File: src/rtl/core/bvsm_pkg.sv
// Shared types and constants of the binned voltage slope monitor.
`default_nettype none
package bvsm_pkg;

   localparam int unsigned MAX_BINS         = 4096;
   localparam int unsigned BIN_AW           = 12;
   localparam int unsigned SAMPLE_PERIOD_NS = 16666666;
   localparam int unsigned FILTER_SCALE     = 1024;
   localparam int unsigned NS_PER_MS        = 1000000;
   localparam int unsigned NV_PER_UV        = 1000;
   localparam int unsigned MV_PER_V_SCALE   = 1000;   // 1e9 ns/s over 1e6 ns/ms
   localparam int unsigned TALLY_MAX        = 4095;

   localparam int unsigned ACC_W   = 48;
   localparam int unsigned COUNT_W = 24;
   localparam int unsigned UV_W    = 27;
   localparam int unsigned DIV_DW  = 49;   // dividend / quotient width
   localparam int unsigned DIV_VW  = 36;   // divisor width

   // code * nV/LSB, then /1000 as ((x >> 3) * ceil(2^40 / 125)) >> 40
   localparam int unsigned PROD_W         = 36;
   localparam int unsigned UV_RECIP_SHIFT = 40;
   localparam int unsigned UV_PROD_W      = UV_RECIP_SHIFT + UV_W;
   localparam logic [33:0] UV_RECIP       = 34'd8796093023;

   localparam logic signed [31:0] NO_DATA_SLOPE = 32'sd9999999;

   localparam logic [1:0] OP_SAMPLE = 2'd0;
   localparam logic [1:0] OP_START  = 2'd1;
   localparam logic [1:0] OP_READ   = 2'd2;

   localparam logic [1:0] DIV_IDX   = 2'd1;
   localparam logic [1:0] DIV_AVG   = 2'd2;
   localparam logic [1:0] DIV_SLOPE = 2'd3;

   localparam logic [1:0] REG_BIN_WIDTH  = 2'd0;
   localparam logic [1:0] REG_BINS_USE   = 2'd1;
   localparam logic [1:0] REG_FLT_SHIFT  = 2'd2;
   localparam logic [1:0] REG_VOLT_SCALE = 2'd3;

   typedef struct packed {
      logic [15:0] width_ms;
      logic [12:0] bins_in_use;
      logic [3:0]  filter_shift;
      logic [19:0] volt_nv_per_lsb;
   } bvsm_cfg_type;

   typedef struct packed {
      logic       capture;
      logic       div_start;
      logic [1:0] div_sel;
      logic       uv_mul;
      logic       uv_scale;
      logic       uv_take;
      logic       idx_take;
      logic       clear_init;
      logic       clear_step;
      logic       bin_read;
      logic       bin_write;
      logic       load_read;
      logic       avg_take;
      logic       slope_take;
      logic       out_load;
   } bvsm_cmd_type;

   typedef struct packed {
      logic div_done;
      logic drop;
      logic clear_last;
      logic has_one;
      logic has_two;
   } bvsm_status_type;

endpackage
`default_nettype wire

File: src/rtl/core/bvsm_csr.sv
// Configuration registers behind the APB-style port.
`default_nettype none
module bvsm_csr
   import bvsm_pkg::*;
(
   input  wire logic         clock,
   input  wire logic         reset,
   input  wire logic         csr_psel,
   input  wire logic         csr_penable,
   input  wire logic         csr_pwrite,
   input  wire logic [3:0]   csr_paddr,
   input  wire logic [31:0]  csr_pwdata,
   output logic [31:0]       csr_prdata,
   output logic              csr_pready,
   output bvsm_cfg_type      cfg
);

   bvsm_cfg_type cfg_ff, cfg_in;
   logic         wr_en;
   logic [1:0]   reg_idx;

   assign wr_en      = csr_psel && csr_penable && csr_pwrite;
   assign reg_idx    = csr_paddr[3:2];
   assign csr_pready = 1'b1;
   assign cfg        = cfg_ff;

   always_comb begin
      cfg_in = cfg_ff;
      if (wr_en) begin
         unique case (reg_idx)
            REG_BIN_WIDTH:  cfg_in.width_ms        = csr_pwdata[15:0];
            REG_BINS_USE:   cfg_in.bins_in_use     = csr_pwdata[12:0];
            REG_FLT_SHIFT:  cfg_in.filter_shift    = csr_pwdata[3:0];
            REG_VOLT_SCALE: cfg_in.volt_nv_per_lsb = csr_pwdata[19:0];
            default:        cfg_in = cfg_ff;
         endcase
      end
   end

   always_comb begin
      unique case (reg_idx)
         REG_BIN_WIDTH:  csr_prdata = {16'd0, cfg_ff.width_ms};
         REG_BINS_USE:   csr_prdata = {19'd0, cfg_ff.bins_in_use};
         REG_FLT_SHIFT:  csr_prdata = {28'd0, cfg_ff.filter_shift};
         REG_VOLT_SCALE: csr_prdata = {12'd0, cfg_ff.volt_nv_per_lsb};
         default:        csr_prdata = 32'd0;
      endcase
   end

   always_ff @(posedge clock) begin
      if (reset) begin
         cfg_ff.width_ms        <= 16'd250;
         cfg_ff.bins_in_use     <= 13'd40;
         cfg_ff.filter_shift    <= 4'd2;
         cfg_ff.volt_nv_per_lsb <= 20'd78125;
      end else begin
         cfg_ff <= cfg_in;
      end
   end

endmodule
`default_nettype wire

File: config.mk
export PLATFORM = sky130hd
export DESIGN_NAME = bvsm_csr
export DESIGN_NICKNAME = d
export VERILOG_FILES = /design/src/rtl/core/bvsm_pkg.sv /design/src/rtl/core/bvsm_csr.sv
export SDC_FILE = /design/constraint.sdc
export NUM_CORES = 1
export LEC_CHECK = 0
export ABC_CLOCK_PERIOD_IN_PS = 1450
export BUFFER_PORTS_ARGS = -buffer_cell sky130_fd_sc_hd__buf_2
export CELL_PAD_IN_SITES_DETAIL_PLACEMENT = 0
export CELL_PAD_IN_SITES_GLOBAL_PLACEMENT = 2
export CORE_ASPECT_RATIO = 2
export CORE_MARGIN = 3
export CORE_UTILIZATION = 28
export DETAILED_ROUTE_END_ITERATION = 8
export PLACE_DENSITY_LB_ADDON = 0.08
export SYNTH_ARGS = -nofsm -noshare
export SYNTH_HDL_FRONTEND = slang
export SYNTH_SLANG_ARGS = --single-unit
File: constraint.sdc
create_clock -name clock -period 1.45 [get_ports clock]
set_input_delay 0.145 -clock clock [delete_from_list [all_inputs] [get_ports clock]]
set_output_delay 0.145 -clock clock [all_outputs]
set_load 0.03 [all_outputs]
Yosys cells after proc, flatten, opt, wreduce, memory -nomap -nowiden
Cells that the tools add are included.

cells by class
  add/sub/neg operators = 0
  multiply operators = 0
  divide/modulo/power cells = 0
  magnitude comparators = 0
  equal/unequal tests = 3
  shift-type cells = 0
  multiplexer cells = 1
  bitwise logic cells = 0
  reduce and logical (&&, ||, !) cells = 7

operator list
  kind                  count
  $pmux W32 S4          1
  $reduce_and A2 Y1     4
  $eq A2 B2 Y1 const B  2
  $eq A2 B1 Y1 const B  1
  $logic_and A1 B1 Y1   2
  $logic_not A2 Y1      1

word-level totals
  register bits after elaboration = 53
  latch bits = 0
  RAM bits = 0
  bits in read-only memories = 0
  input bits = 41
  output and inout bits = 86
  word-level logic and storage cells = 15
  memories kept = 0

Logic depth before layout (Yosys ltp)
Gate-level depths: netlist of the first run.

  depth in word-level cells = 3
  gate-level depth with buffers = 6
  depth with buffers taken out = 3

Worst setup path after synthesis of the first run
Ideal clock, no wire load.

  path type = input port to output port
  from = input port csr_paddr[2]
  to = output port csr_prdata[4]
  arrival = 1350 ps
  data required time = 1305 ps
  path slack = -45 ps
  stages = 5
  buffers on the path = 3
  cell sequence = buf_6 buf_6 buf_6 mux2i_1 o21ai_0

between the ends
  word-level cells in the longest chain between the ends = 2
  elaborated cells between the ends (all ways) = 5
  those cells by class = eq/ne: 3; mux: 1; reduce/logical: 1

ends and longest elaborated chain
  item                                  RTL line        text
  start, declared                       bvsm_csr.sv:11  input wire logic [3:0] csr_paddr,
  $eq A2 B2 Y1 (tied with other cells)  bvsm_csr.sv:41  unique case (reg_idx)
  $pmux W32 S4 *                        bvsm_csr.sv:41
  end, declared                         bvsm_csr.sv:13  output logic [31:0] csr_prdata,

Every way passes the cells marked *; elsewhere a longest branch is shown, timed or not. The select of a mux whose other input is x is not followed.

Worst setup path in the final report of the first run
  from = register cfg_ff (netlist bit cfg[0])
  to = output port csr_prdata[0]

between the ends
  word-level cells in the longest chain between the ends = 1

ends and longest elaborated chain
  item                    RTL line        text
  start, declared         bvsm_csr.sv:18  bvsm_cfg_type cfg_ff, cfg_in;
  start signal, assigned  bvsm_csr.sv:57  cfg_ff <= cfg_in;
  $pmux W32 S4            bvsm_csr.sv:41

No other way between the ends. The select of a mux whose other input is x is not followed.

==> summary.txt, run 1 <==
Outcome
  • Status: finished, final reports clean

Run
  • Max Cap Violations: 0

Timing
  • Final slew viol count: 0
  • RSZ-0062 raised after global routing: no
  • Final Critical Period: 1.405 ns
  • Final Hold Vio Count: 0
  • F_max: approximately 710 MHz
  • Setup violations, final: 0
  • Setup tns final: 0 ns
  • Final Cycle Share: around 97%
  • Final Skew: 0 ns

Logic synthesis
  • Number of synthesized register bits: 53
  • Post-synthesis cell count: between 200 and 300
  • Yosys warns: 0
  • Yosys top cell area share: 39.30%
  • Synth Cell Area: 2700 sq um
  • Dominant cell type by area after synthesis: dfxtp_1
  • Syn_area_per_cell: 9.441 sq um
  • Seq/Total Area, Yosys: 39.30%
  • Ranking of synthesized cells by area: dfxtp_1 39%, mux2i_1 18%, nand2b_1 8.6%, buf_4 4.4%, nor2_1 4.0%
  • Yosys cell types: 28

Floorplanning
  • Die area: ~11000 sq um
  • Die X: approximately 75 um
  • Chip Height: 144.9 um
  • I/O pin cnt: 127
  • Core ar.: 9384 sq um
  • Row cnt: 50
  • Initial core utilization: 28.77%

Route
  • Post-route DRC: 0
  • Routed len/inst: 16.65 um
  • Routed Antenna Nets: 0
  • Routed vias: 2314
  • Iter 0 DRT Violations: 89
  • Final WL: approximately 8 mm
  • TritonRoute pass-1 iters: 4
  • Via/cell ratio: 4.684

Clock tree
  • CTS buffer count: 5
  • Clk pin slew, worst setup/hold paths: 0.07 ns
  • Worst skew pair latency: 0.30 ns
  • CTS tree: built
  • Sink Count: 53
  • Root Buffer: clkbuf_16
  • H-tree levels: 2
  • Post-CTS Repair Setup Buffers: 0
  • Clock buffer depth: 2

Placement
  • Placed cell area: approximately 3400 sq um
  • HPWL after detailed placement: ~6.2 mm
  • Placer Congestion: 0.7754
  • Port buffer count: 99

Worst setup path
  • Slowest cell delay on critical path: between 0.4 and 0.5 ns
  • Crit Path Category: reg2out
  • Slowest cell on the critical path: mux4_2
  • Crit path capture type: output pin
  • CP max FO: 3
  • CP required: about 1.3 ns
  • Worst r2r src: cfg[9]$_SDFFE_PP0P_
  • Arrival time at the worst endpoint: 1.26 ns
  • Worst-path cell chain: mux4_2 -> buf_2
  • Worst Setup SP: cfg[0]$_SDFFE_PP1P_
  • Critical Path Start Type: register

Layout
  • Nets: 430
  • N_diodes: 0
  • Final instance area: 3562 sq um
  • Commonest non-fill, non-tap cells in the layout: 96 x buf_2, 51 x dfxtp_1, 49 x mux2i_1
  • Fillers: 1007
  • Layout area overhead: 31.93%
  • Final core utilization: a little under two fifths
  • Commonest non-fill, non-tap cell in the layout: buf_2
  • Layout cells sized above 1: 36.67%
  • Max FFs per register: between 50 and 60

Global route
  • Total congestion overflow: 0
  • Largest net degree at the start of global routing: 25
  • Global-route wire length before repair: 12.83 mm
  • Vias in the first global route: 2347
  • Antenna violations before repair: 0
  • GR Util All Layers: between 10% and 20%

Worst hold path
  • Worst Hold Class: in2reg
  • Hold Startpoint: csr_pwdata[17]

Pwr
  • Peak supply drop: just over 0.6 mV
  • Pwr per Cell Area: 1000 nW/um^2
  • Overall power: 3.564 mW
  • Leak: about 1.7 nW
worst max-delay path: cells and delay by family, from the launching register on:
kind / cells / cell delay (ns)
muxes: 1 / 0.45
DFF: 1 / 0.32
buffers and inverters: 1 / 0.19
kinds of logic after synthesis:
| family | Yosys count | synth area share [%] |
|---|---|---|
| AO/OA/AOI/OAI | 38 | 7.553 |
| buffers and inverters | 36 | 9.500 |
| flip-flops | 53 | 39.30 |
| multiplexers | 53 | 21.50 |
| other | 2 | 0.2781 |
| AND/OR/NAND/NOR | 104 | 21.87 |
report_power, final:
group,switching (mW),internal (mW)
logic,0.321,0.185
registers,0.0144,1.47
clock network,0.574,0.996
total,0.909,2.66
layer usage:
metal | track usage [%] | routed length (um) | vias up
li1 | - | - | 1148
met1 | 18.50 | 3306 | 1098
met2 | 27.72 | 4397 | 61
met3 | 2.905 | 394 | 7
met4 | 5.622 | 128 | 0
met5 | 0 | 0 | -
per-stage QoR:
stage	hold slack (ns)	setup slack, ns	instances
after floorplan	0.2927	-0.03210	297
after global placement	0.4014	0.1664	486
after detailed placement	0.4058	0.1516	486
after CTS	0.08605	0.01083	494
after global routing	0.1067	0.0007271	494
final	0.09463	0.04538	494
worst paths after layout:
check / end / slack, ns / cells past startpoint
max: csr_prdata[0] / 0.05 / 2
min: cfg[17]$_SDFFE_PP0P_ / 0.09 / 3
max reg2reg: cfg[9]$_SDFFE_PP0P_ / 0.79 / 2
min reg2reg: cfg[18]$_SDFFE_PP0P_ / 0.49 / 2
Yosys cell counts (all sizes together):
cell / count
mux2i: 49
nor3b: 1
mux4: 4
nand3b: 2
nand2b: 37
buf: 29
and2: 1
dfxtp: 53
nor2: 31
conb: 2
nand2: 12
a22o: 3
o21ai: 21
nor3: 1
o31ai: 1
and3: 5
nand3: 14
clkbuf: 7
a21oi: 13
final cells by class:
cell class / count / area, sq um / area share [%]
clock buffer: 5 / 125.1 / 3.512
tap: 104 / 130.1 / 3.653
multi-input combinational: 208 / 1424 / 39.97
clock inverter: 3 / 68.82 / 1.932
timing repair buffer: 121 / 750.7 / 21.07
sequential: 53 / 1064 / 29.86
what timing repair did:
item                                    CTS  global route
endpoints found under the setup margin    0             3
gates resized for setup                   0            10
hold buffers                              0             0
Note: power is estimated with default switching activity, not from simulation.
==> run 2, diff against run 1 <==
--- a/config.mk
+++ b/config.mk
@@ -5,13 +5,14 @@
 export SDC_FILE = /design/constraint.sdc
 export NUM_CORES = 1
 export LEC_CHECK = 0
+export ABC_AREA = 1
 export ABC_CLOCK_PERIOD_IN_PS = 1450
 export BUFFER_PORTS_ARGS = -buffer_cell sky130_fd_sc_hd__buf_2
 export CELL_PAD_IN_SITES_DETAIL_PLACEMENT = 0
 export CELL_PAD_IN_SITES_GLOBAL_PLACEMENT = 2
 export CORE_ASPECT_RATIO = 2
 export CORE_MARGIN = 3
-export CORE_UTILIZATION = 28
+export CORE_UTILIZATION = 24
 export DETAILED_ROUTE_END_ITERATION = 8
 export PLACE_DENSITY_LB_ADDON = 0.08
 export SYNTH_ARGS = -nofsm -noshare
==> summary.txt, run 2 <==
Placement
  • Placed cell area: 3228 sq um (-3.7%)
  • Placer Congestion: 0.7236 (-6.7%)
  • HPWL after detailed placement: 6.136 mm (-1.4%)
  • Port buffer count: 99 (unchanged)
  • Dpl cells: 616 (+27%)

Route
  • Via/cell ratio: 4.282 (-8.6%)
  • TritonRoute pass-1 iters: 4 (unchanged)
  • Highest metal used: met4
  • Post-route DRC: 0 (unchanged)
  • Routed Antenna Nets: 0 (unchanged)
  • Routed wl met3: 487 um (+24%)
  • M1 WL: 3.563 mm (+7.8%)
  • Final WL: 8.750 mm (+6.4%)
  • DR WL met2: 4.603 mm (+4.7%)
  • Iter 0 DRT Violations: 161 (+81%)
  • Routed len/inst: 14.02 um (-16%)
  • Routed vias: 2672 (+15%)

Logic synthesis
  • Share of flip-flops with an asynchronous set or reset: 0% (unchanged)
  • Yosys top cell area share: 41.65% (+2.4 points)
  • Ranking of synthesized cells by area: dfxtp_1 42%, nand2_1 17%, nand3_1 12%, nor2_1 12%, buf_4 5.0%
  • Number of synthesized register bits: 53 (unchanged)
  • Dominant cell type by area after synthesis: dfxtp_1
  • Synth Cell Area: 2547 sq um (-5.7%)
  • Seq/Total Area, Yosys: 41.65% (+2.4 points)
  • Most instantiated library cell after synthesis: nand2_1
  • Post-synth EDFFs: 0 (unchanged)
  • Commonest cells post-synth: 118 x nand2_1, 79 x nor2_1, 63 x nand3_1, 53 x dfxtp_1, 23 x inv_1
  • Yosys cell types: 18 (-36%)
  • Syn_area_per_cell: 6.532 sq um (-31%)
  • Prevailing post-synth register cell: dfxtp_1
  • Post-synthesis cell count: 390 (+36%)
  • Yosys warns: 0 (unchanged)

Floorplanning
  • Chip Height: 151.7 um (+4.7%)
  • Row cnt: 52 (+4.0%)
  • Die area: 11960 sq um (+9.5%)
  • Core ar.: 10210 sq um (+8.9%)
  • Initial core utilization: 24.94% (-3.8 points)
  • Die X: 78.85 um (+4.5%)
  • I/O pin cnt: 127 (unchanged)

Worst setup path
  • Slowest cell on the critical path: buf_2
  • Delay-heaviest family, CP: buffers and inverters
  • Critical Path Most Common Cell: buf_2
  • Critical Path Start Type: input port
  • Slowest cell delay on critical path: 0.21 ns (-0.24 ns)
  • Worst-path cell chain: buf_2 -> nand2_2 -> inv_2 -> buf_12 -> nand2_1 -> nand4_1 -> buf_2
  • R2r setup slk: 0.85 ns (+0.06 ns)
  • CP required: 1.31 ns (about the same)
  • WP buf/inv: 4 (+3)
  • Crit Path Category: in2out
  • Crit path capture type: output pin
  • CP max FO: 21 (+18)
  • Arrival time at the worst endpoint: 1.09 ns (-0.17 ns)

Global route
  • Global-route wire length before repair: 13.97 mm (+8.9%)
  • Largest net degree at the start of global routing: 54 (+120%)
  • Total congestion overflow: 0 (unchanged)
  • GR Util All Layers: 15.22% (-0.53 points)
  • Antenna violations before repair: 0 (unchanged)
  • Vias in the first global route: 2552 (+8.7%)

Clock tree
  • Post-CTS Hold Buffers: 0 (unchanged)
  • Post-CTS resize count: 0 (unchanged)
  • Root Buffer: clkbuf_16
  • CTS tree: built
  • Sink Count: 53 (unchanged)
  • Worst skew pair latency: 0.30 ns (about the same)
  • CTS buffer count: 5 (unchanged)
  • Clock buffer depth: 2 (unchanged)
  • H-tree levels: 2 (unchanged)
  • Clk pin slew, worst setup/hold paths: 0.07 ns (about the same)
  • Post-CTS Repair Setup Buffers: 0 (unchanged)

Pwr
  • Peak supply drop: 0.4750 mV (-23%)
  • Pwr per Cell Area: 966.2 nW/um^2 (-3.4%)
  • Leak: 1.726 nW (+3.5%)

Timing
  • Final Hold Vio Count: 0 (unchanged)
  • Final Skew: 0 ns (unchanged)
  • Final slew viol count: 0 (unchanged)
  • RSZ-0062 raised after global routing: no
  • Final Critical Period: 1.240 ns (-0.1648 ns)
  • Setup tns final: 0 ns (unchanged)
  • Final Cycle Share: 85.51% (-11 points)
  • Setup violations, final: 0 (unchanged)
  • F_max: 806.6 MHz (+13%)
  • Fin Hold WS: 0.05763 ns (-0.03700 ns)

Outcome
  • Status: finished, final reports clean

Layout
  • N_diodes: 0 (unchanged)
  • Commonest non-fill, non-tap cells in the layout: 118 x nand2_1, 99 x buf_2, 78 x nor2_1
  • Final core utilization: 32.96% (-5.0 points)
  • Nets: 529 (+23%)
  • Max FFs per register: 53 (unchanged)
  • Layout area overhead: 32.17%
  • Final instance area: 3367 sq um (-5.5%)
  • Layout cells sized above 1: 26.99% (-9.7 points)
  • Fillers: 1213 (+20%)
  • Fin cells: 624 (+26%)
  • Commonest non-fill, non-tap cell in the layout: nand2_1

Run
  • Max Cap Violations: 0 (unchanged)

Worst hold path
  • Worst Hold Class: in2reg
run 2: cell count changes after synthesis, sizes merged, moves of 5 or more:
cell    change
inv        +27
nand3      +49
nand2     +108
and3        -5
nand2b     -37
o21ai      -20
a21oi      -13
mux2i      -49
nor2       +53
run 2: path summary, 6_finish.rpt:
| path | start | endpoint | depth (start not counted) |
|---|---|---|---|
| worst max-delay path | csr_paddr[3] | csr_prdata[0] | 7 |
| worst min-delay path | csr_pwdata[16] | cfg[16]$_SDFFE_PP1P_ | 3 |
| worst max register to register | cfg[21]$_SDFFE_PP1P_ | cfg[21]$_SDFFE_PP1P_ | 2 |
| worst min register to register | cfg[44]$_SDFFE_PP1P_ | cfg[44]$_SDFFE_PP1P_ | 2 |
run 2: power by group:
| group | internal, mW | leakage [nW] | switching (mW) | total (mW) |
|---|---|---|---|---|
| clock | 0.637 | 0.0706 | 0.554 | 1.19 |
| sequential | 1.49 | 0.430 | 0.0244 | 1.51 |
| combinational | 0.162 | 1.23 | 0.389 | 0.551 |
run 2: layout make-up:
| class | count | area [sq um] | area share (%) |
|---|---|---|---|
| multi-input combinational | 288 | 1221 | 36.27 |
| sequential | 53 | 1061 | 31.51 |
| timing repair buffer | 113 | 675.6 | 20.07 |
| tap | 135 | 168.9 | 5.017 |
| clock buffer | 6 | 128.9 | 3.828 |
| inverter | 27 | 101.3 | 3.010 |
| clock inverter | 2 | 10.01 | 0.2973 |
run 2: cells by family after synthesis:
logic type             count (synthesis)  share of synthesized area (%)
buffers and inverters                 60                          12.33
other                                  2                         0.2948
AND/OR/NAND/NOR                      271                          44.50
AO/OA/AOI/OAI                          4                          1.228
flip-flops                            53                          41.65
run 2: metal layers:
| metal | up-vias | global-route usage (%) |
|---|---|---|
| li1 | 1378 | - |
| met1 | 1211 | 17.97 |
| met2 | 77 | 27.98 |
| met3 | 6 | 2.840 |
| met4 | 0 | 3.873 |
| met5 | - | 0 |
run 2: stage by stage:
step	power [mW]	setup slack (ns)
2_1_floorplan	1.931	0.3112
3_3_place_gp	2.104	0.1629
3_5_place_dp	2.106	0.1659
4_1_cts	3.313	0.1938
5_1_grt	3.418	0.09443
6_report	3.253	0.2102
run 2: worst register-to-register path, cell delays in order (launching register included):
cell and delay [ns]:
dfxtp_1 0.33, o21ai_0 0.07, nand3_1 0.09
