===== src/rtl/core/bvsm_pkg.sv =====
// Shared types and constants of the binned voltage slope monitor.
`default_nettype none
package bvsm_pkg;

   localparam int unsigned MAX_BINS         = 4096;
   localparam int unsigned BIN_AW           = 12;
   localparam int unsigned SAMPLE_PERIOD_NS = 16666666;
   localparam int unsigned FILTER_SCALE     = 1024;
   localparam int unsigned NS_PER_MS        = 1000000;
   localparam int unsigned NV_PER_UV        = 1000;
   localparam int unsigned MV_PER_V_SCALE   = 1000;   // 1e9 ns/s over 1e6 ns/ms
   localparam int unsigned TALLY_MAX        = 4095;

   localparam int unsigned ACC_W   = 48;
   localparam int unsigned COUNT_W = 24;
   localparam int unsigned UV_W    = 27;
   localparam int unsigned DIV_DW  = 49;   // dividend / quotient width
   localparam int unsigned DIV_VW  = 36;   // divisor width

   // code * nV/LSB, then /1000 as ((x >> 3) * ceil(2^40 / 125)) >> 40
   localparam int unsigned PROD_W         = 36;
   localparam int unsigned UV_RECIP_SHIFT = 40;
   localparam int unsigned UV_PROD_W      = UV_RECIP_SHIFT + UV_W;
   localparam logic [33:0] UV_RECIP       = 34'd8796093023;

   localparam logic signed [31:0] NO_DATA_SLOPE = 32'sd9999999;

   localparam logic [1:0] OP_SAMPLE = 2'd0;
   localparam logic [1:0] OP_START  = 2'd1;
   localparam logic [1:0] OP_READ   = 2'd2;

   localparam logic [1:0] DIV_IDX   = 2'd1;
   localparam logic [1:0] DIV_AVG   = 2'd2;
   localparam logic [1:0] DIV_SLOPE = 2'd3;

   localparam logic [1:0] REG_BIN_WIDTH  = 2'd0;
   localparam logic [1:0] REG_BINS_USE   = 2'd1;
   localparam logic [1:0] REG_FLT_SHIFT  = 2'd2;
   localparam logic [1:0] REG_VOLT_SCALE = 2'd3;

   typedef struct packed {
      logic [15:0] width_ms;
      logic [12:0] bins_in_use;
      logic [3:0]  filter_shift;
      logic [19:0] volt_nv_per_lsb;
   } bvsm_cfg_type;

   typedef struct packed {
      logic       capture;
      logic       div_start;
      logic [1:0] div_sel;
      logic       uv_mul;
      logic       uv_scale;
      logic       uv_take;
      logic       idx_take;
      logic       clear_init;
      logic       clear_step;
      logic       bin_read;
      logic       bin_write;
      logic       load_read;
      logic       avg_take;
      logic       slope_take;
      logic       out_load;
   } bvsm_cmd_type;

   typedef struct packed {
      logic div_done;
      logic drop;
      logic clear_last;
      logic has_one;
      logic has_two;
   } bvsm_status_type;

endpackage
`default_nettype wire


===== src/rtl/core/bvsm_ctrl.sv =====
// Controller: sequences the clear sweep, sample update and bin readout.
`default_nettype none
module bvsm_ctrl
   import bvsm_pkg::*;
(
   input  wire logic             clock,
   input  wire logic             reset,
   input  wire logic             req_valid,
   input  wire logic [1:0]       req_operation,
   output logic                  req_stall,
   output logic                  rsp_valid,
   input  wire logic             rsp_stall,
   input  wire bvsm_status_type  status,
   output bvsm_cmd_type          cmd
);

   localparam logic [3:0] S_CLEAR      = 4'd0;
   localparam logic [3:0] S_IDLE       = 4'd1;
   localparam logic [3:0] S_UV_MUL     = 4'd2;
   localparam logic [3:0] S_UV_SCALE   = 4'd3;
   localparam logic [3:0] S_IDX_GO     = 4'd4;
   localparam logic [3:0] S_IDX_WAIT   = 4'd5;
   localparam logic [3:0] S_BIN_RD     = 4'd6;
   localparam logic [3:0] S_BIN_WR     = 4'd7;
   localparam logic [3:0] S_RD_ADDR    = 4'd8;
   localparam logic [3:0] S_RD_LOAD    = 4'd9;
   localparam logic [3:0] S_AVG_GO     = 4'd10;
   localparam logic [3:0] S_AVG_WAIT   = 4'd11;
   localparam logic [3:0] S_SLOPE_GO   = 4'd12;
   localparam logic [3:0] S_SLOPE_WAIT = 4'd13;
   localparam logic [3:0] S_RESULT     = 4'd14;

   logic [3:0] state_ff, state_in;
   logic       valid_ff, valid_in;

   assign req_stall = state_ff != S_IDLE;
   assign rsp_valid = valid_ff;

   always_comb begin
      state_in = state_ff;
      cmd      = '0;
      valid_in = valid_ff && rsp_stall;
      unique case (state_ff)
         S_CLEAR: begin
            cmd.clear_step = 1'b1;
            if (status.clear_last) state_in = S_IDLE;
         end
         S_IDLE: begin
            if (req_valid) begin
               cmd.capture = 1'b1;
               unique case (req_operation)
                  OP_SAMPLE: state_in = S_UV_MUL;
                  OP_START: begin
                     cmd.clear_init = 1'b1;
                     state_in       = S_CLEAR;
                  end
                  OP_READ: state_in = S_RD_ADDR;
                  default: state_in = S_IDLE;
               endcase
            end
         end
         S_UV_MUL: begin
            cmd.uv_mul = 1'b1;
            state_in   = S_UV_SCALE;
         end
         S_UV_SCALE: begin
            cmd.uv_scale = 1'b1;
            state_in     = S_IDX_GO;
         end
         // filter update runs beside the start of the bin index division
         S_IDX_GO: begin
            cmd.uv_take   = 1'b1;
            cmd.div_start = 1'b1;
            cmd.div_sel   = DIV_IDX;
            state_in      = S_IDX_WAIT;
         end
         S_IDX_WAIT: begin
            if (status.div_done) begin
               cmd.idx_take = 1'b1;
               state_in     = S_BIN_RD;
            end
         end
         S_BIN_RD: begin
            if (status.drop) begin
               state_in = S_IDLE;
            end else begin
               cmd.bin_read = 1'b1;
               state_in     = S_BIN_WR;
            end
         end
         S_BIN_WR: begin
            cmd.bin_write = 1'b1;
            state_in      = S_IDLE;
         end
         S_RD_ADDR: begin
            cmd.bin_read = 1'b1;
            state_in     = S_RD_LOAD;
         end
         S_RD_LOAD: begin
            cmd.load_read = 1'b1;
            state_in      = S_AVG_GO;
         end
         S_AVG_GO: begin
            if (status.has_one) begin
               cmd.div_start = 1'b1;
               cmd.div_sel   = DIV_AVG;
               state_in      = S_AVG_WAIT;
            end else begin
               state_in = S_SLOPE_GO;
            end
         end
         S_AVG_WAIT: begin
            cmd.div_sel = DIV_AVG;
            if (status.div_done) begin
               cmd.avg_take = 1'b1;
               state_in     = S_SLOPE_GO;
            end
         end
         S_SLOPE_GO: begin
            if (status.has_two) begin
               cmd.div_start = 1'b1;
               cmd.div_sel   = DIV_SLOPE;
               state_in      = S_SLOPE_WAIT;
            end else begin
               state_in = S_RESULT;
            end
         end
         S_SLOPE_WAIT: begin
            cmd.div_sel = DIV_SLOPE;
            if (status.div_done) begin
               cmd.slope_take = 1'b1;
               state_in       = S_RESULT;
            end
         end
         S_RESULT: begin
            if (!valid_ff || !rsp_stall) begin
               cmd.out_load = 1'b1;
               valid_in     = 1'b1;
               state_in     = S_IDLE;
            end
         end
         default: state_in = S_IDLE;
      endcase
   end

   always_ff @(posedge clock) begin
      if (reset) begin
         state_ff <= S_CLEAR;
         valid_ff <= 1'b0;
      end else begin
         state_ff <= state_in;
         valid_ff <= valid_in;
      end
   end

endmodule
`default_nettype wire


===== config.mk =====
export PLATFORM = sky130hd
export DESIGN_NAME = bvsm_ctrl
export DESIGN_NICKNAME = d
export VERILOG_FILES = /design/src/rtl/core/bvsm_pkg.sv /design/src/rtl/core/bvsm_ctrl.sv
export SDC_FILE = /design/constraint.sdc
export NUM_CORES = 1
export LEC_CHECK = 0
export BUFFER_PORTS_ARGS = -buffer_cell sky130_fd_sc_hd__buf_2
export CAP_MARGIN = 20
export CORE_UTILIZATION = 44
export DETAILED_ROUTE_END_ITERATION = 12
export GPL_TIMING_DRIVEN = 0
export PLACE_DENSITY_LB_ADDON = 0.05
export SLEW_MARGIN = 20
export SYNTH_ARGS = -nofsm -noshare
export SYNTH_HDL_FRONTEND = slang
export SYNTH_SLANG_ARGS = --single-unit

===== constraint.sdc =====
create_clock -name clock -period 2.1 [get_ports clock]
set_input_delay 0.315 -clock clock [delete_from_list [all_inputs] [get_ports clock]]
set_output_delay 0.315 -clock clock [all_outputs]
set_load 0.05 [all_outputs]

# == Yosys cells after proc, flatten, opt, wreduce, memory -nomap -nowiden ==
# Index checks and enable logic that the tools add are counted.
# op_classes
eq_ne,23
n_mux,36
reduce_logical,7
# ops
operator,n
$pmux 4 s14,1
$eq 4x4->1 const B,7
$mux 4,6
$mux 1,20
$eq 4x3->1 const B,4
$mux 3,4
$ne 2x2->1 const B,6
$pmux 4 s3,1
$pmux 2 s5,1
$eq 4x2->1 const B,2
$reduce_and 6->1,1
$eq 4x1->1 const B,1
$logic_not 4->1,1
$ne 4x1->1 const B,1
$pmux 1 s3,1
$eq 2x1->1 const B,1
$eq 2x2->1 const B,1
$logic_not 1->1,2
$logic_not 2->1,1
$mux 2,1
$pmux 1 s2,1
$logic_and 1x1->1,1
$logic_or 1x1->1,1
# word_totals
elab_cells,68
output_inout_bits,18
ff_bits,5
inputBits,11

# == Longest topological paths before layout ==
# Gate-level depths: netlist of the first run.
# logic_depth
ltp_word,4
depth_mapped,6
mapped_depth_nobuf,4

# == Worst setup path after synthesis of the first run ==
# OpenSTA, ideal clock, no wires.
# synth_path
path_type,register -> output
start,register state_ff[0]
end,output port cmd[12] in the netlist's numbering
path_stages_with_launch,4
slack_ps,-212
n_path_buf,1
arrival_ps,1997
path_cell_list,dfxtp_1 clkbuf_1 nor2_1 a211oi_1
# synth_lines
element,line,source
"start, declared",bvsm_ctrl.sv:33,"logic [3:0] state_ff, state_in;"
"start signal, assigned",bvsm_ctrl.sv:151,state_ff <= state_in;
"end, declared",bvsm_ctrl.sv:14,output bvsm_cmd_type cmd

==> report_table.html, run 1 <==
<table>
<tr><th>Metric</th><th>Value</th></tr>
<tr><th colspan="2">Setup path</th></tr>
<tr><td>Worst setup path class</td><td>register to output pin</td></tr>
<tr><td>Stage delay of the slowest cell on the critical path</td><td>around 400 ps</td></tr>
<tr><td>Critical path endpoint category</td><td>output pin</td></tr>
<tr><td>Cell with the biggest individual delay on the critical path</td><td>dfxtp_2</td></tr>
<tr><td>Capturing point of the worst reg2reg path</td><td>state_ff[1]$_SDFFE_PP0P_</td></tr>
<tr><td>Highest fanout seen on the critical path</td><td>10</td></tr>
<tr><td>Startpoint type of the worst setup path</td><td>register</td></tr>
<tr><td>Required time of the worst setup path</td><td>about 1800 ps</td></tr>
<tr><td>R2R depth</td><td>5</td></tr>
<tr><td>Reg-to-reg startpoint</td><td>state_ff[2]$_SDFFE_PP0P_</td></tr>
<tr><td>Data arrival time of the critical path</td><td>approximately 1700 ps</td></tr>
<tr><td>Series of cell instances along the critical path</td><td>clkbuf_4 -&gt; nand2_1 -&gt; o32a_1 -&gt; nor2_1 -&gt; buf_2</td></tr>
<tr><td>Internal reg-to-reg setup slack</td><td>~530 ps</td></tr>
<tr><th colspan="2">Clock network</th></tr>
<tr><td>Number of buffers created by CTS</td><td>3</td></tr>
<tr><td>Clock root buffer</td><td>clkbuf_4</td></tr>
<tr><td>Resized cells post-CTS</td><td>0</td></tr>
<tr><td>Number of setup buffers added after CTS</td><td>0</td></tr>
<tr><td>Count of hold buffers inserted by post-cts repair</td><td>0</td></tr>
<tr><td>Total number of H-tree levels</td><td>1</td></tr>
<tr><td>Clk sink count</td><td>5</td></tr>
<tr><td>Clock tree buffer depth</td><td>2</td></tr>
<tr><td>TritonCTS clock tree</td><td>built</td></tr>
<tr><td>Clock-pin slew on the worst setup and hold paths</td><td>40 ps</td></tr>
<tr><td>Skew-Pair Late Insertion Delay</td><td>roughly 240 ps</td></tr>
<tr><th colspan="2">Synthesis</th></tr>
<tr><td>Dominant synthesized flop cell</td><td>dfxtp_1</td></tr>
<tr><td>Number of distinct library cells after synthesis</td><td>37</td></tr>
<tr><td>Cell count after synthesis</td><td>~90</td></tr>
<tr><td>Syn avg cell area</td><td>about 6.7 µm²</td></tr>
<tr><td>Number of enable-type register cells in the synthesized netlist</td><td>0</td></tr>
<tr><td>Multiplexer share of the synthesized area</td><td>0%</td></tr>
<tr><td>Basic-gate share of the synthesized area counting and, or, nand and nor cells</td><td>a little over two fifths</td></tr>
<tr><td>Flop and latch count out of synthesis</td><td>5</td></tr>
<tr><td>Sequential share of the synthesized area</td><td>between 15 and 20%</td></tr>
<tr><td>Synth async-reset ratio</td><td>0%</td></tr>
<tr><td>Dominant cells by area after synthesis</td><td>dfxtp_1, nor2_1, nand2b_1</td></tr>
<tr><td>Post-synthesis adder-cell area fraction</td><td>0%</td></tr>
<tr><td>Top-area cell type share of the netlist area</td><td>~17%</td></tr>
<tr><td>Xor/xnor cell area share of the yosys netlist</td><td>0%</td></tr>
<tr><td>Syn_nets</td><td>slightly above 100</td></tr>
<tr><td>Fraction of the mapped netlist area in compound gates</td><td>32.4%</td></tr>
<tr><td>Biggest area consumer among synthesized cells</td><td>dfxtp_1</td></tr>
<tr><td>Post-synthesis instance area</td><td>between 600 and 700 µm²</td></tr>
<tr><td>Warning count from the yosys run</td><td>0</td></tr>
<tr><td>Largest family of logic cells by synthesized area</td><td>simple AND/OR/NAND/NOR gates</td></tr>
<tr><th colspan="2">Finish</th></tr>
<tr><td>Area overhead of the layout relative to synthesis</td><td>34.3%</td></tr>
<tr><td>Area of combinational cells with multiple inputs</td><td>about 470 µm²</td></tr>
<tr><td>Layout cells sized above 1</td><td>a little under two fifths</td></tr>
<tr><td>Antenna fix cells</td><td>0</td></tr>
<tr><td>Layout net count</td><td>around 140</td></tr>
<tr><td>Sequential cell area</td><td>about 100 µm²</td></tr>
<tr><td>Count of fill cells added during filler insertion</td><td>142</td></tr>
<tr><td>Cell area after layout</td><td>a little over 800 µm²</td></tr>
<tr><th colspan="2">Pwr</th></tr>
<tr><td>PD cells</td><td>415 nW/µm²</td></tr>
<tr><td>P_leak</td><td>0.394 nW</td></tr>
<tr><td>Pwr Total</td><td>about 340 µW</td></tr>
<tr><td>Worst voltage drop across the vdd grid</td><td>0.000280 V</td></tr>
<tr><th colspan="2">Routing</th></tr>
<tr><td>Final Routed Wirelength</td><td>roughly 1600 µm</td></tr>
<tr><td>Iter 0 DRT Violations</td><td>4</td></tr>
<tr><td>Via count</td><td>about 750</td></tr>
<tr><td>Number of nets with antenna violations after routing</td><td>0</td></tr>
<tr><td>Detail-routed via count per cell</td><td>between 5 and 6</td></tr>
<tr><td>Count of TritonRoute iterations in the first routing pass</td><td>4</td></tr>
<tr><td>Wire length per cell after detailed routing</td><td>approximately 12 µm</td></tr>
<tr><td>Post-route DRC</td><td>0</td></tr>
<tr><th colspan="2">Floorplanning</th></tr>
<tr><td>Initial core utilization</td><td>around 47%</td></tr>
<tr><td>Area inside the core boundary</td><td>about 1300 µm²</td></tr>
<tr><td>Site Rows</td><td>13</td></tr>
<tr><td>Width of the die</td><td>roughly 39 µm</td></tr>
<tr><td>DIE AREA</td><td>between 1500 and 2000 µm²</td></tr>
<tr><td>Ports placed on the boundary</td><td>29</td></tr>
<tr><td>Vertical die dimension</td><td>just under 40 µm</td></tr>
<tr><th colspan="2">Timing</th></tr>
<tr><td>Final worst slack</td><td>around 130 ps</td></tr>
<tr><td>Post-layout min period</td><td>~2000 ps</td></tr>
<tr><td>Setup total negative slack</td><td>0 ps</td></tr>
<tr><td>Max transition margin</td><td>72.6%</td></tr>
<tr><td>Skew final</td><td>around 1.6 ps</td></tr>
<tr><td>Peak clock frequency supported by timing</td><td>508 MHz</td></tr>
<tr><td>Final worst-path cycle share</td><td>93.8%</td></tr>
<tr><td>Number of setup violations in the final report</td><td>0</td></tr>
<tr><td>Unrepaired setup endpoints after global routing</td><td>false</td></tr>
<tr><td>Slew Limit Fails</td><td>0</td></tr>
<tr><td>Hold WS</td><td>around 340 ps</td></tr>
<tr><td>Slew at the pin closest to its max-slew limit</td><td>around 400 ps</td></tr>
<tr><td>Final Hold Violating Endpoints</td><td>0</td></tr>
<tr><th colspan="2">Global routing</th></tr>
<tr><td>First-pass GRT wire length</td><td>2640 µm</td></tr>
<tr><td>Antenna violations before repair</td><td>0</td></tr>
<tr><td>Pin count of the biggest net entering global routing</td><td>11</td></tr>
<tr><td>Vias in the first global route</td><td>625</td></tr>
<tr><td>Remaining global-route overflow</td><td>0</td></tr>
<tr><td>Overall Global Routing Usage</td><td>between 20 and 30%</td></tr>
<tr><th colspan="2">Run</th></tr>
<tr><td>Count of maximum capacitance violations</td><td>0</td></tr>
<tr><th colspan="2">Placement</th></tr>
<tr><td>Number of buffers added on ports</td><td>28</td></tr>
<tr><td>Gp weighted congestion</td><td>around 0.83</td></tr>
<tr><td>Placement Cell Area</td><td>just under 800 µm²</td></tr>
<tr><td>Post-placement worst setup slack</td><td>~290 ps</td></tr>
<tr><td>Dpl hpwl</td><td>between 1000 and 1500 µm</td></tr>
<tr><th colspan="2">Hold path</th></tr>
<tr><td>Hold Path Origin</td><td>reset</td></tr>
<tr><td>End of the worst hold path</td><td>state_ff[3]$_SDFFE_PP0P_</td></tr>
<tr><td>Path type of the worst min-delay path</td><td>input pin to register</td></tr>
<tr><td>Hold path cells</td><td>2</td></tr>
<tr><th colspan="2">Run status</th></tr>
<tr><td>Status</td><td>complete, no violations</td></tr>
</table>
[routing by layer]
metal  global-route usage, %  vias up  wire length [µm]
met1                    34.7      329               834
met2                    37.5       22               721
met3                    3.47        2                60
met5                       0        -                 0
li1                        -      398                 -
met4                    16.4        0                12
[where the power goes]
part | internal, mW | switching (mW)
Combinational | 0.0426 | 0.0851
Sequential | 0.0989 | 0.00501
Clock | 0.0715 | 0.0347
Total | 0.213 | 0.125
[stage by stage]
stage / instances / utilization (%)
2_1_floorplan: 91 / -
3_3_place_gp: 134 / 60.7
3_5_place_dp: 134 / 60.7
4_1_cts: 138 / 62.7
5_1_grt: 138 / 63.3
6_report: 138 / 63.3
[cells in the final DEF, fill, tap and decap left out, types with 2 or more instances in the layout]
cell	n
nand3_1	2
o22ai_1	2
nor3_2	2
and3b_1	2
clkbuf_4	4
o32ai_1	2
nor2_1	15
clkbuf_2	3
dfxtp_1	4
inv_1	3
nand2b_1	6
a21oi_1	7
nor2b_1	3
and3_1	2
nand2_1	7
buf_2	28
o21ai_0	5
nor3_1	2
[synthesized netlist by cell type (all sizes together) (3+ instances only)]
master / number
nand2: 7
nor2b: 3
clkbuf: 3
inv: 3
nor3: 4
nor2: 15
nand2b: 6
a21oi: 7
dfxtp: 5
buf: 3
o21ai: 6
[cell families (layout without fill, tap and decap cells)]
logic type	after synthesis	in the layout
AOI/OAI and AO/OA	28	28
buffers and inverters	9	41
DFF	5	5
and+or+nand+nor	49	49
[worst max-delay path, delay by kind of cell, from the launching register on]
family / cells / cell delay [ps]
flops: 1 / 390
compound gates: 1 / 320
simple gates: 2 / 210
buf+inv: 2 / 490
[flip-flops by register name (all words and copies together), names as in the netlist]
register   count
state_ff       4
rsp_valid      1
[how the worst max path moves through the flow]
stage,startpoint,to,slack [ps],cells after the start
final,state_ff[1]$_SDFFE_PP0P_,cmd[14],130,5
after global routing,state_ff[3]$_SDFFE_PP0P_,cmd[5],20,7
after CTS,state_ff[1]$_SDFFE_PP0P_,cmd[14],20,5
after detailed placement,state_ff[1]$_SDFFE_PP0P_,cmd[14],290,5
after global placement,state_ff[0]$_SDFFE_PP0P_,cmd[13],280,5
after floorplan,state_ff[1]$_SDFFE_PP0P_,cmd[7],70,4
[area by class of cell]
type,count,share of cell area (%)
multi-input cells,77,58.3
flip-flops and latches,5,12.5
well taps,15,2.31
inverters,3,1.38
repair buffers,28,17.2
clock buffers,4,3.23
plain buffers,6,5.08
No activity file was read; power rests on OpenSTA's default activity.
==> run 2, diff against run 1 <==
--- a/config.mk
+++ b/config.mk
@@ -7,10 +7,13 @@
 export LEC_CHECK = 0
 export BUFFER_PORTS_ARGS = -buffer_cell sky130_fd_sc_hd__buf_2
 export CAP_MARGIN = 20
-export CORE_UTILIZATION = 44
+export CELL_PAD_IN_SITES_DETAIL_PLACEMENT = 1
+export CELL_PAD_IN_SITES_GLOBAL_PLACEMENT = 1
+export CORE_UTILIZATION = 27
 export DETAILED_ROUTE_END_ITERATION = 12
 export GPL_TIMING_DRIVEN = 0
 export PLACE_DENSITY_LB_ADDON = 0.05
+export RECOVER_POWER = 50
 export SLEW_MARGIN = 20
 export SYNTH_ARGS = -nofsm -noshare
 export SYNTH_HDL_FRONTEND = slang
==> constraint.sdc (replaced) <==
create_clock -name clock -period 1.8 [get_ports clock]
set_input_delay 0.27 -clock clock [delete_from_list [all_inputs] [get_ports clock]]
set_output_delay 0.27 -clock clock [all_outputs]
set_load 0.05 [all_outputs]
==> run 2 against run 1 <==
Effect of this change:
- utilization shrank 17 points
- clock skew grew 4.3 ps
- sequential share of layout area down 1.4 points
- highest routed layer is now met3
- final cell count increased by 12%
- sequential cell count unchanged
- hold slack worse by 57 ps
- largest power group unchanged
- wire length is 38% higher
- count of clock-buffer cells in the layout unchanged
- first-iteration DRC count rose to 3.3 times the previous value
- die area rose by 59%
- critical path depth did not move
- design area up 16%
==> report_table.html, run 2 (synthesis gave the netlist of run 1 again) <==
<table>
<tr><th>Metric</th><th>Value</th></tr>
<tr><th colspan="2">Run status</th></tr>
<tr><td>Status</td><td>complete, no violations</td></tr>
<tr><th colspan="2">Setup path</th></tr>
<tr><td>Highest fanout seen on the critical path</td><td>10 (unchanged)</td></tr>
<tr><td>Startpoint type of the worst setup path</td><td>register</td></tr>
<tr><td>Worst setup path class</td><td>register to output pin</td></tr>
<tr><td>Cell with the biggest individual delay on the critical path</td><td>dfxtp_1</td></tr>
<tr><td>Stage delay of the slowest cell on the critical path</td><td>400 ps (about the same)</td></tr>
<tr><td>Internal reg-to-reg setup slack</td><td>140 ps (-390 ps)</td></tr>
<tr><td>Required time of the worst setup path</td><td>1530 ps (-250 ps)</td></tr>
<tr><td>Critical path endpoint category</td><td>output pin</td></tr>
<tr><td>Series of cell instances along the critical path</td><td>buf_6 -&gt; nor2b_4 -&gt; and3_2 -&gt; and3b_2 -&gt; buf_4</td></tr>
<tr><td>Data arrival time of the critical path</td><td>1450 ps (-200 ps)</td></tr>
<tr><th colspan="2">Clock network</th></tr>
<tr><td>Count of hold buffers inserted by post-cts repair</td><td>0 (unchanged)</td></tr>
<tr><td>Clock-pin slew on the worst setup and hold paths</td><td>50 ps (about the same)</td></tr>
<tr><td>Total number of H-tree levels</td><td>1 (unchanged)</td></tr>
<tr><td>TritonCTS clock tree</td><td>built</td></tr>
<tr><td>Clock root buffer</td><td>clkbuf_4</td></tr>
<tr><td>Number of buffers created by CTS</td><td>3 (unchanged)</td></tr>
<tr><td>Clock tree buffer depth</td><td>2 (unchanged)</td></tr>
<tr><td>Skew-Pair Late Insertion Delay</td><td>240 ps (about the same)</td></tr>
<tr><td>Clk sink count</td><td>5 (unchanged)</td></tr>
<tr><th colspan="2">Run</th></tr>
<tr><td>Count of maximum capacitance violations</td><td>0 (unchanged)</td></tr>
<tr><th colspan="2">Global routing</th></tr>
<tr><td>Antenna violations before repair</td><td>0 (unchanged)</td></tr>
<tr><td>Vias in the first global route</td><td>779 (+25%)</td></tr>
<tr><td>Overall Global Routing Usage</td><td>20.6% (-5.1 points)</td></tr>
<tr><td>Global Route met2 Usage</td><td>32.6% (-4.9 points)</td></tr>
<tr><td>First-pass GRT wire length</td><td>3810 µm (+45%)</td></tr>
<tr><td>Global-route track usage on met3</td><td>4.98% (+1.5 points)</td></tr>
<tr><td>Pin count of the biggest net entering global routing</td><td>11 (unchanged)</td></tr>
<tr><td>Grt met1 use</td><td>27.5% (-7.2 points)</td></tr>
<tr><td>GRT busiest layer</td><td>met2</td></tr>
<tr><td>Remaining global-route overflow</td><td>0 (unchanged)</td></tr>
<tr><th colspan="2">Timing</th></tr>
<tr><td>Max transition margin</td><td>61.0% (-12 points)</td></tr>
<tr><td>Final Hold Violating Endpoints</td><td>0 (unchanged)</td></tr>
<tr><td>Final worst-path cycle share</td><td>about 95%</td></tr>
<tr><td>Post-layout min period</td><td>roughly 1700 ps</td></tr>
<tr><td>Setup total negative slack</td><td>0 ps (unchanged)</td></tr>
<tr><td>Number of setup violations in the final report</td><td>0 (unchanged)</td></tr>
<tr><td>Skew final</td><td>5.92 ps (+4.30 ps)</td></tr>
<tr><td>Slew at the pin closest to its max-slew limit</td><td>588 ps (+179 ps)</td></tr>
<tr><td>Slew Limit Fails</td><td>0 (unchanged)</td></tr>
<tr><td>Peak clock frequency supported by timing</td><td>between 500 and 600 MHz</td></tr>
<tr><th colspan="2">Floorplanning</th></tr>
<tr><td>Ports placed on the boundary</td><td>29 (unchanged)</td></tr>
<tr><td>Site Rows</td><td>16 (+3)</td></tr>
<tr><td>Area inside the core boundary</td><td>2040 µm² (+59%)</td></tr>
<tr><td>Vertical die dimension</td><td>49.4 µm (+26%)</td></tr>
<tr><td>Width of the die</td><td>49.4 µm (+26%)</td></tr>
<tr><td>Initial core utilization</td><td>29.7% (-17 points)</td></tr>
<tr><td>DIE AREA</td><td>2440 µm² (+59%)</td></tr>
<tr><th colspan="2">Finish</th></tr>
<tr><td>Area overhead of the layout relative to synthesis</td><td>56.4%</td></tr>
<tr><td>Largest reg by FF count</td><td>state_ff</td></tr>
<tr><td>Cell area after layout</td><td>947 µm² (+16%)</td></tr>
<tr><td>Leading cell types in the layout, fill and taps excluded</td><td>buf_2, nor2_1, buf_6, buf_4, a21oi_1</td></tr>
<tr><td>Final design utilization</td><td>46.4% (-17 points)</td></tr>
<tr><td>Layout cells sized above 1</td><td>45.7% (+8.3 points)</td></tr>
<tr><td>Antenna fix cells</td><td>0 (unchanged)</td></tr>
<tr><td>Most frequent standard cell in the layout excluding fill and tap cells</td><td>buf_2</td></tr>
<tr><td>Layout net count</td><td>139 (+3.0%)</td></tr>
<tr><td>Number of flip-flops under the largest register name</td><td>4 (unchanged)</td></tr>
<tr><th colspan="2">Routing</th></tr>
<tr><td>Iter 0 DRT Violations</td><td>13 (+9)</td></tr>
<tr><td>Number of nets with antenna violations after routing</td><td>0 (unchanged)</td></tr>
<tr><td>Final Routed Wirelength</td><td>2250 µm (+38%)</td></tr>
<tr><td>Via count</td><td>810 (+7.9%)</td></tr>
<tr><td>Wire length per cell after detailed routing</td><td>14.6 µm (+24%)</td></tr>
<tr><td>Count of TritonRoute iterations in the first routing pass</td><td>2 (-2)</td></tr>
<tr><td>Detail-routed via count per cell</td><td>5.26 (-3.3%)</td></tr>
<tr><td>Post-route DRC</td><td>0 (unchanged)</td></tr>
<tr><th colspan="2">Pwr</th></tr>
<tr><td>Worst voltage drop across the vdd grid</td><td>0.000316 V (+13%)</td></tr>
<tr><td>P_leak</td><td>0.426 nW (+8.2%)</td></tr>
<tr><td>Pwr Total</td><td>422 µW (+25%)</td></tr>
<tr><td>PD cells</td><td>446 nW/µm² (+7.3%)</td></tr>
<tr><th colspan="2">Placement</th></tr>
<tr><td>Gp weighted congestion</td><td>0.821 (-0.64%)</td></tr>
<tr><td>Number of buffers added on ports</td><td>28 (unchanged)</td></tr>
<tr><td>Dpl hpwl</td><td>1660 µm (+31%)</td></tr>
<tr><td>Placement Cell Area</td><td>800 µm² (+2.6%)</td></tr>
<tr><th colspan="2">Hold path</th></tr>
<tr><td>Path type of the worst min-delay path</td><td>input pin to register</td></tr>
</table>
## run 2: changes by cell type in the layout (fill, tap and decap cells not counted), sizes merged
cell / delta
buf: +6
clkbuf: -2
## run 2: area by class of cell
type	instances	area [µm²]
plain buffers	6	70.1
repair buffers	32	199
multi-input cells	77	502
well taps	27	33.8
flip-flops and latches	5	105
clock buffers	4	26.3
fillers	269	1090
inverters	3	11.3
## run 2: path summary, 6_finish.rpt
| path | start | endpoint | cells after the start |
|---|---|---|---|
| hold / removal | reset | rsp_valid$_SDFF_PP0_ | 2 |
| setup reg to reg | state_ff[2]$_SDFFE_PP0P_ | state_ff[1]$_SDFFE_PP0P_ | 6 |
| hold reg to reg | rsp_valid$_SDFF_PP0_ | rsp_valid$_SDFF_PP0_ | 2 |
| setup / recovery | state_ff[2]$_SDFFE_PP0P_ | cmd[7] | 5 |
## run 2: routing by layer
| layer | vias to the layer above | routed length [µm] |
|---|---|---|
| met5 | - | 0 |
| li1 | 404 | - |
| met1 | 385 | 1070 |
| met4 | 0 | 0 |
| met3 | 0 | 76 |
| met2 | 21 | 1100 |
## run 2: worst max-delay path: cells and delay by family, from the launching register on
| kind | cells | cell delay [ps] |
|---|---|---|
| and+or+nand+nor | 3 | 440 |
| buffers and inverters | 2 | 360 |
| DFF | 1 | 400 |
## run 2: where the power goes
group / switching [mW] / internal [mW]
registers: 0.00678 / 0.114
clock network: 0.0465 / 0.0839
logic: 0.108 / 0.0622
total: 0.162 / 0.260
## run 2: timing repair
item                                    in CTS  in global routing
buffers inserted                             0                  4
endpoints found under the setup margin      15                  9
gates resized for setup                     18                 16
gates cloned                                 0                  0
pin swaps                                    0                  2
## run 2: per-stage QoR
stage | setup WS (ps) | hold WS [ps] | cells
3_5_place_dp | -42.3 | 530 | 146
6_report | 82.5 | 278 | 154
4_1_cts | 1.30 | 273 | 150
2_1_floorplan | -77.5 | 339 | 91
5_1_grt | -12.3 | 293 | 154
3_3_place_gp | -43.1 | 543 | 146
==> run 3, diff against run 2 <==
==> constraint.sdc (replaced) <==
create_clock -name clock -period 1.5 [get_ports clock]
set_input_delay 0.225 -clock clock [delete_from_list [all_inputs] [get_ports clock]]
set_output_delay 0.225 -clock clock [all_outputs]
set_load 0.05 [all_outputs]
==> run 3 against run 2 <==
Effect of this change:
- wire length up 59%
- combinational power up 94%
- die area unchanged
- largest power group unchanged
- sequential cell count unchanged
- critical path depth unchanged
- the flow now finishes with violations (setup timing)
==> report_table.html, run 3 (synthesis gave the netlist of run 1 again) <==
<table>
<tr><th>Metric</th><th>Value</th></tr>
<tr><th colspan="2">Finish</th></tr>
<tr><td>Layout cells sized above 1</td><td>67.1% (+21 points)</td></tr>
<tr><td>Number of flip-flops under the largest register name</td><td>4 (unchanged)</td></tr>
<tr><td>Leading cell types in the layout, fill and taps excluded</td><td>buf_4, buf_6, buf_2</td></tr>
<tr><td>Layout net count</td><td>158 (+14%)</td></tr>
<tr><td>Antenna fix cells</td><td>0 (unchanged)</td></tr>
<tr><td>Area overhead of the layout relative to synthesis</td><td>127%</td></tr>
<tr><td>Most frequent standard cell in the layout excluding fill and tap cells</td><td>buf_4</td></tr>
<tr><td>Final design utilization</td><td>67.3% (+21 points)</td></tr>
<tr><td>Largest reg by FF count</td><td>state_ff</td></tr>
<tr><th colspan="2">Floorplanning</th></tr>
<tr><td>Initial core utilization</td><td>29.7% (unchanged)</td></tr>
<tr><td>DIE AREA</td><td>2440 µm² (unchanged)</td></tr>
<tr><td>Ports placed on the boundary</td><td>29 (unchanged)</td></tr>
<tr><td>Area inside the core boundary</td><td>2040 µm² (unchanged)</td></tr>
<tr><td>Vertical die dimension</td><td>49.4 µm (unchanged)</td></tr>
<tr><td>Width of the die</td><td>49.4 µm (unchanged)</td></tr>
<tr><td>Site Rows</td><td>16 (unchanged)</td></tr>
<tr><th colspan="2">Clock network</th></tr>
<tr><td>Number of buffers created by CTS</td><td>3 (unchanged)</td></tr>
<tr><td>Clock tree buffer depth</td><td>2 (unchanged)</td></tr>
<tr><td>Skew-Pair Late Insertion Delay</td><td>270 ps (+30 ps)</td></tr>
<tr><td>TritonCTS clock tree</td><td>built</td></tr>
<tr><td>Clock-pin slew on the worst setup and hold paths</td><td>60 ps (about the same)</td></tr>
<tr><td>Clock root buffer</td><td>clkbuf_4</td></tr>
<tr><td>Clk sink count</td><td>5 (unchanged)</td></tr>
<tr><td>Total number of H-tree levels</td><td>1 (unchanged)</td></tr>
<tr><td>Count of hold buffers inserted by post-cts repair</td><td>0 (unchanged)</td></tr>
<tr><th colspan="2">Setup path</th></tr>
<tr><td>Highest fanout seen on the critical path</td><td>7 (-3)</td></tr>
<tr><td>Startpoint type of the worst setup path</td><td>register</td></tr>
<tr><td>Stage delay of the slowest cell on the critical path</td><td>380 ps (-20 ps)</td></tr>
<tr><td>Cell with the biggest individual delay on the critical path</td><td>dfxtp_4</td></tr>
<tr><td>Series of cell instances along the critical path</td><td>buf_8 -&gt; nand2_1 -&gt; o32a_1 -&gt; nor2_2 -&gt; buf_6</td></tr>
<tr><td>Required time of the worst setup path</td><td>1270 ps (-260 ps)</td></tr>
<tr><td>Critical path endpoint category</td><td>output pin</td></tr>
<tr><td>Data arrival time of the critical path</td><td>1480 ps (+30 ps)</td></tr>
<tr><td>Worst setup path class</td><td>register to output pin</td></tr>
<tr><th colspan="2">Timing</th></tr>
<tr><td>Max transition margin</td><td>60.8% (-0.22 points)</td></tr>
<tr><td>Number of setup violations in the final report</td><td>17 (+17)</td></tr>
<tr><td>Unrepaired setup endpoints after global routing</td><td>true</td></tr>
<tr><td>Final worst slack</td><td>-206 ps (-288 ps)</td></tr>
<tr><td>Skew final</td><td>4.72 ps (-1.20 ps)</td></tr>
<tr><td>Final worst-path cycle share</td><td>114%</td></tr>
<tr><td>Post-layout min period</td><td>1710 ps</td></tr>
<tr><td>Slew Limit Fails</td><td>0 (unchanged)</td></tr>
<tr><td>Peak clock frequency supported by timing</td><td>around 590 MHz</td></tr>
<tr><td>Slew at the pin closest to its max-slew limit</td><td>591 ps (+3.34 ps)</td></tr>
<tr><td>Final Hold Violating Endpoints</td><td>0 (unchanged)</td></tr>
<tr><th colspan="2">Pwr</th></tr>
<tr><td>Worst voltage drop across the vdd grid</td><td>0.000595 V (+89%)</td></tr>
<tr><td>Combinational share of power</td><td>49.8% (+9.4 points)</td></tr>
<tr><td>Portion of total power attributed to the clock network</td><td>28.4% (-2.5 points)</td></tr>
<tr><td>Flop pwr share</td><td>21.8% (-6.9 points)</td></tr>
<tr><td>PD cells</td><td>484 nW/µm² (+8.6%)</td></tr>
<tr><td>Switching component of the power</td><td>279 µW (+73%)</td></tr>
<tr><td>Switching Share</td><td>41.9% (+3.6 points)</td></tr>
<tr><td>P_leak</td><td>0.557 nW (+31%)</td></tr>
<tr><td>Pwr Total</td><td>666 µW (+58%)</td></tr>
<tr><td>Internal power</td><td>387 µW (+48%)</td></tr>
<tr><th colspan="2">Global routing</th></tr>
<tr><td>Overall Global Routing Usage</td><td>25.2% (+4.6 points)</td></tr>
<tr><td>Vias in the first global route</td><td>927 (+19%)</td></tr>
<tr><td>First-pass GRT wire length</td><td>4580 µm (+20%)</td></tr>
<tr><td>Remaining global-route overflow</td><td>0 (unchanged)</td></tr>
<tr><td>Antenna violations before repair</td><td>0 (unchanged)</td></tr>
<tr><td>Pin count of the biggest net entering global routing</td><td>11 (unchanged)</td></tr>
<tr><th colspan="2">Placement</th></tr>
<tr><td>Post-placement worst setup slack</td><td>-378 ps (-335 ps)</td></tr>
<tr><td>Number of buffers added on ports</td><td>28 (unchanged)</td></tr>
<tr><td>Dpl hpwl</td><td>1700 µm (+2.7%)</td></tr>
<tr><td>Gp weighted congestion</td><td>0.848 (+3.3%)</td></tr>
<tr><th colspan="2">Routing</th></tr>
<tr><td>Iter 0 DRT Violations</td><td>6 (-7)</td></tr>
<tr><td>Final Routed Wirelength</td><td>3570 µm (+59%)</td></tr>
<tr><td>Count of TritonRoute iterations in the first routing pass</td><td>4 (+2)</td></tr>
<tr><td>Via count</td><td>973 (+20%)</td></tr>
<tr><td>Detail-routed via count per cell</td><td>5.62 (+6.9%)</td></tr>
<tr><td>Post-route DRC</td><td>0 (unchanged)</td></tr>
<tr><td>Number of nets with antenna violations after routing</td><td>0 (unchanged)</td></tr>
<tr><td>Wire length per cell after detailed routing</td><td>20.7 µm (+42%)</td></tr>
<tr><th colspan="2">Run status</th></tr>
<tr><td>Status</td><td>finished, violations left</td></tr>
<tr><td>Violations in the final reports</td><td>setup timing</td></tr>
<tr><th colspan="2">Run</th></tr>
<tr><td>Count of maximum capacitance violations</td><td>0 (unchanged)</td></tr>
<tr><th colspan="2">Hold path</th></tr>
<tr><td>Path type of the worst min-delay path</td><td>input pin to register</td></tr>
</table>
==> run 3: cell types whose count changed in the layout (fill, tap and decap cells not counted), moves of 3 or more <==
cell,change
nor2_2,+3
buf_2,-9
nor2_1,-9
dfxtp_1,-3
buf_6,+10
clkbuf_16,+3
dfxtp_4,+3
buf_4,+12
nor2_4,+6
==> run 3: final timing paths <==
check,start,endpoint,slack (ps),cells past startpoint
worst min-delay path,reset,rsp_valid$_SDFF_PP0_,230,2
worst max-delay path,state_ff[1]$_SDFFE_PP0P_,cmd[14],-210,5
worst min register to register,rsp_valid$_SDFF_PP0_,rsp_valid$_SDFF_PP0_,640,2
worst max register to register,state_ff[1]$_SDFFE_PP0P_,state_ff[1]$_SDFFE_PP0P_,-170,5
==> run 3: per-stage QoR <==
stage,cells,instance area (µm²),hold slack [ps],TNS (ps)
after floorplan,91,673,287,-880
after global placement,146,847,488,-2840
after detailed placement,146,847,496,-2870
after CTS,165,1230,238,-1280
after global routing,173,1380,247,-2410
final,173,1380,234,-1950
==> run 3: critical path, delay by kind of cell (launching register included) <==
family                 cells  cell delay (ps)
and+or+nand+nor            2              190
buffers and inverters      2              290
AOI/OAI and AO/OA          1              340
DFF                        1              380
==> run 3: cell type report <==
class / count / area (µm²)
well taps: 27 / 33.8
clock buffers: 4 / 26.3
multi-input cells: 77 / 629
fillers: 234 / 667
repair buffers: 52 / 457
inverters: 3 / 11.3
flip-flops and latches: 5 / 116
plain buffers: 5 / 101
==> run 3: metal layers <==
metal | routed length, µm | part of all wire, % | track usage, % | vias up
li1 | - | - | - | 444
met1 | 1390 | 39 | 28.1 | 463
met2 | 1840 | 52 | 47.0 | 48
met3 | 190 | 5.3 | 4.98 | 18
met4 | 147 | 4.1 | 7.84 | 0
met5 | 0 | 0 | 0 | -
==> run 3: power groups by stage <==
| stage | registers, mW | clock network [mW] | logic, mW |
|---|---|---|---|
| after floorplan | 0.146 | 0 | 0.142 |
| after global placement | 0.148 | 0 | 0.194 |
| after detailed placement | 0.148 | 0 | 0.198 |
| after CTS | 0.145 | 0.170 | 0.269 |
| after global routing | 0.145 | 0.191 | 0.345 |
| final | 0.145 | 0.189 | 0.331 |
==> run 3: what timing repair did <==
action	CTS	global route
pin swaps	8	11
resized for setup	64	20
setup endpoints to repair	20	19
gates cloned	1	0
setup buffers	14	9
